<file path="src/design/q2e_pkg.sv">
// Shared types and constants for the quaternion to Euler angle converter.
// Depends on nothing; every other design file but q2e_checker imports it.
`default_nettype none
package q2e_pkg;

	localparam int QW    = 16;  // quaternion component, Q2.14
	localparam int PW    = 32;  // product of two components, Q.28
	localparam int NW    = 34;  // atan2 numerator and raw asin argument
	localparam int DW    = 35;  // atan2 denominator
	localparam int SW    = 30;  // saturated asin argument
	localparam int SMAGW = 29;  // magnitude of the asin argument
	localparam int RADW  = 57;  // radicand 1 - s^2 in Q.56
	localparam int ROOTW = 29;  // square root of the radicand
	localparam int RW    = 59;  // square root working width
	localparam int CW    = 38;  // CORDIC x and y width
	localparam int ZW    = 27;  // CORDIC angle accumulator, 2^-16 degree
	localparam int AXW   = 15;
	localparam int AYW   = 16;

	localparam int SQRT_STEPS = 29;
	localparam int QDEPTH     = 4;
	localparam int QPTRW      = 2;
	localparam int QCNTW      = 3;

	localparam logic signed [DW-1:0] ONE_Q28  = DW'(64'sd268435456);
	localparam logic [RADW-1:0]      ONE_Q56  = RADW'(1) << 56;
	localparam logic signed [ZW-1:0] DEG180   = ZW'(32'sd11796480);
	localparam logic signed [ZW-1:0] LIM_X    = ZW'(32'sd11520);
	localparam logic signed [ZW-1:0] LIM_YZ   = ZW'(32'sd23040);

	// atan(2^-i) in units of 2^-16 degree
	localparam logic signed [ZW-1:0] ATAN_TAB [0:23] = '{
		ZW'(2949120), ZW'(1740967), ZW'(919879), ZW'(466945),
		ZW'(234379), ZW'(117304), ZW'(58666), ZW'(29335),
		ZW'(14668), ZW'(7334), ZW'(3667), ZW'(1833),
		ZW'(917), ZW'(458), ZW'(229), ZW'(115),
		ZW'(57), ZW'(29), ZW'(14), ZW'(7),
		ZW'(4), ZW'(2), ZW'(1), ZW'(0)
	};

	// One prepared item, handed from the front end to the back end.
	typedef struct packed {
		logic signed [NW-1:0] ny;
		logic signed [DW-1:0] dy;
		logic signed [NW-1:0] nz;
		logic signed [DW-1:0] dz;
		logic signed [SW-1:0] s;
		logic [RADW-1:0]      rad;
		logic                 clamped;
	} q2e_item_t;

endpackage
`default_nettype wire

</file>
<file path="src/design/q2e_queue.sv">
// Short queue of prepared items between the front end and the back end.
// Uses q2e_pkg for the item type and depth.
`default_nettype none
module q2e_queue (
	input  wire logic          clk,
	input  wire logic          arst_n,
	input  wire logic          in_valid,
	output logic               in_ready,
	input  q2e_pkg::q2e_item_t in_item,
	output logic               out_valid,
	input  wire logic          out_ready,
	output q2e_pkg::q2e_item_t out_item
);
	import q2e_pkg::*;

	q2e_item_t        mem_q [0:QDEPTH-1];
	logic [QPTRW-1:0] wr_q, rd_q;
	logic [QCNTW-1:0] cnt_q;
	logic             push, pop;

	assign in_ready  = cnt_q != QCNTW'(QDEPTH);
	assign out_valid = cnt_q != '0;
	assign push      = in_valid && in_ready;
	assign pop       = out_valid && out_ready;
	assign out_item  = mem_q[rd_q];

	always_ff @(posedge clk or negedge arst_n) begin
		if (!arst_n) begin
			wr_q  <= '0;
			rd_q  <= '0;
			cnt_q <= '0;
		end else begin
			if (push) wr_q <= wr_q + 1'b1;
			if (pop) rd_q <= rd_q + 1'b1;
			cnt_q <= cnt_q + QCNTW'(push) - QCNTW'(pop);
		end
	end

	always_ff @(posedge clk) begin
		if (push) mem_q[wr_q] <= in_item;
	end

endmodule
`default_nettype wire

</file>
<file path="config.mk">
export PLATFORM = sky130hd
export DESIGN_NAME = q2e_queue
export DESIGN_NICKNAME = d
export VERILOG_FILES = /design/src/design/q2e_pkg.sv /design/src/design/q2e_queue.sv
export SDC_FILE = /design/constraint.sdc
export NUM_CORES = 1
export LEC_CHECK = 0
export ABC_AREA = 0
export BUFFER_PORTS_ARGS = -buffer_cell sky130_fd_sc_hd__buf_2
export CORE_ASPECT_RATIO = 0.7
export CORE_MARGIN = 5
export CORE_UTILIZATION = 50
export CTS_CLUSTER_DIAMETER = 120
export DETAILED_ROUTE_END_ITERATION = 7
export GPL_TIMING_DRIVEN = 0
export HOLD_SLACK_MARGIN = 0.08
export PLACE_DENSITY = 0.79
export SLEW_MARGIN = 25
export SYNTH_ARGS = -nofsm -noshare
export SYNTH_HDL_FRONTEND = slang
export SYNTH_SLANG_ARGS = --single-unit
</file>
<file path="constraint.sdc">
create_clock -name clk -period 6 [get_ports clk]
set_input_delay 1.8 -clock clk [delete_from_list [all_inputs] [get_ports clk]]
set_output_delay 1.8 -clock clk [all_outputs]
set_load 0.02 [all_outputs]
</file>
==> run metrics <==
Register Area=0.0273 mm²; Starting Density=50.3%; Final Cell Area=approximately 0.040 mm²; CP Launch Type=flop; Critical Path End Type=primary output; TritonCTS Sinks=between 900 and 1000; FF+latch count, synth=approximately 910; die width=318 µm; DRC Markers=0; clk buf depth=3; final worst path period need=4.50 ns; syn_nets=around 1500; Achievable Freq=222 MHz; Initial DRC Count=1389; largest net degree at the start of global routing=40; Filler cells=about 4400; Hold Path Class=reg -> reg; most common cell after layout, fill and taps aside=edfxtp_1; PostCTS Resize Cnt=0; CTS tree=built; initial antenna violation count=17; Core Box Area=0.0662 mm²; vias in the first global route=approximately 16000; final-report setup violation count=0; synthesis-to-finish area growth=20.7%; # placed instances=between 2000 and 3000; Leakage=between 10 and 15 nW; critical path required time=4.20 ns; worst setup margin=about 1.5 ns; status=finished clean; postcts setup bufs=0; final period utilization=75.0%; clk slew on worst S/H paths=0.06 ns; Most used DFF post-synth=edfxtp_1; latest clock arrival within the worst-skew pair=0.62 ns; # H-tree levels=3; Synth async-reset ratio=0.768%; Final Hold Viols=0; Crit Path Class=reg -> out; number of synthesized flops with an enable pin=904; Layout Skew=around 0.023 ns; Vias/cell=~5.5; Non-Filler Instances=2755; Worst EP arrival=between 2 and 3 ns; Peak VDD IR=~330 µV; GRT overflow=0; power density over cell area=533 mW/mm²; # rows=79; Yosys top cell area share=about four fifths; DP HPWL=~44 mm; max cap viols=0; RSZ-0062 raised after global routing=false; hold-fix buffer count after cts=0; Final Max Slew Viols=0; Port Buf Inserts=457; vias after detailed routing=approximately 15000; Pre-antenna DRT Iters=5; Syn Inst Count=1222; Synth area leader=edfxtp_1; Root Driver=clkbuf_16; total track usage=between 10% and 20%; top area cells in the synthesized netlist=edfxtp_1 (81%), mux4_2 (15%), buf_12 (1.3%); number of library cell types mapped by synthesis=23; Syn Area/Cell=27.3 µm²; number of CTS-inserted buffers=82; io pins=between 400 and 500; cell area after placement=0.0372 mm²; multi-input logic area=around 0.0054 mm²; routed length per instance=25.2 µm; Post-Syn Area=roughly 0.033 mm²; Post-Route WL=slightly below 70 mm; maximum fanout along the worst path=10; register area share after synthesis=82.0%; most frequent cells in the layout=edfxtp_1 (904), buf_2 (478), mux4_2 (226); Place WS=2.10 ns; first-pass GRT wire length=a little over 100 mm; relative slew slack=34.4%; Die Area=roughly 0.072 mm²; Worst-Margin Slew=~0.98 ns; synthesis warning total=0; layout cells sized above 1=47.7%; Layout Nets=a little over 2000; routability cong.=between 0.7 and 0.8; Die H=roughly 230 µm; Post-DRT Antenna Nets=0
layout make-up:
type / instances / area share (%)
flip-flops and latches: 911 / 68.0
repair buffers: 481 / 6.96
plain buffers: 51 / 1.53
inverters: 6 / 0.0560
well taps: 891 / 2.77
clock buffers: 97 / 5.35
clock inverters: 55 / 1.96
multi-input cells: 254 / 13.4
diodes: 9 / 0.0560
layer usage:
metal | global-route usage, % | wire length, µm
met5 | 0 | 116
met4 | 5.37 | 1540
met3 | 5.97 | 5600
met2 | 31.5 | 35500
met1 | 25.4 | 26600
report_power, final:
| part | internal (mW) | switching [mW] | leakage [nW] |
|---|---|---|---|
| clock | 3.40 | 2.23 | 1.44 |
| combinational | 2.94 | 4.20 | 3.90 |
| sequential | 8.36 | 0.288 | 8.36 |
final timing paths:
kind                       slack [ns]           startpoint  depth (start not counted)                   to
setup / recovery                 1.50  rd_q[1]$_DFFE_PN0P_                          4         out_item[52]
hold / removal                   0.67   cnt_q[0]$_DFF_PN0_                          1   cnt_q[0]$_DFF_PN0_
setup reg to reg                 3.23   cnt_q[1]$_DFF_PN0_                          9   cnt_q[2]$_DFF_PN0_
hold reg to reg                  0.67   cnt_q[0]$_DFF_PN0_                          1   cnt_q[0]$_DFF_PN0_
max in group asynchronous        4.83               arst_n                          1  wr_q[1]$_DFFE_PN0P_
min in group asynchronous        1.01               arst_n                          1   cnt_q[0]$_DFF_PN0_
state kept, by name, summed over array words and instances, names as in the netlist:
signal / cells
wr_q: 2
cnt_q: 3
mem_q: 904
rd_q: 2
cell families (layout without fill, tap and decap cells):
kind of cell / Yosys count / count (layout) / share of synthesized area [%]
other: 0 / 9 / 0
and+or+nand+nor: 13 / 13 / 0.300
AOI/OAI and AO/OA: 4 / 4 / 0.0977
muxes: 226 / 226 / 15.3
DFF: 911 / 911 / 82.0
adders and majority gates: 7 / 7 / 0.285
xor gates and xnor gates: 4 / 4 / 0.105
buffers and inverters: 57 / 690 / 1.91
cells in the mapped netlist, drive strengths merged, types with 2 or more instances:
library cell and n:
xnor2 3, buf 50, ha 6, edfxtp 904
o211ai 2, and3b 4, nand2b 4, mux4 226
dfrtp 7, inv 6, nand4bb 2
per-stage QoR:
stage          hold slack [ns]  util [%]  total power [mW]  TNS (ns)
2_1_floorplan            0.543         -              13.6         0
3_3_place_gp             0.565      55.4              15.9  -1021.39
3_5_place_dp             0.616      56.2              16.0         0
4_1_cts                  0.661      60.7              21.7         0
5_1_grt                  0.685      60.7              22.3         0
6_report                 0.667      60.7              21.4         0
worst max-delay path: stages (launching register included):
cell,delay [ns]
dfrtp_1,0.33
buf_2,0.32
clkbuf_1,0.77
mux4_2,0.45
buf_2,0.18
Note: power is estimated with default switching activity, not from simulation.
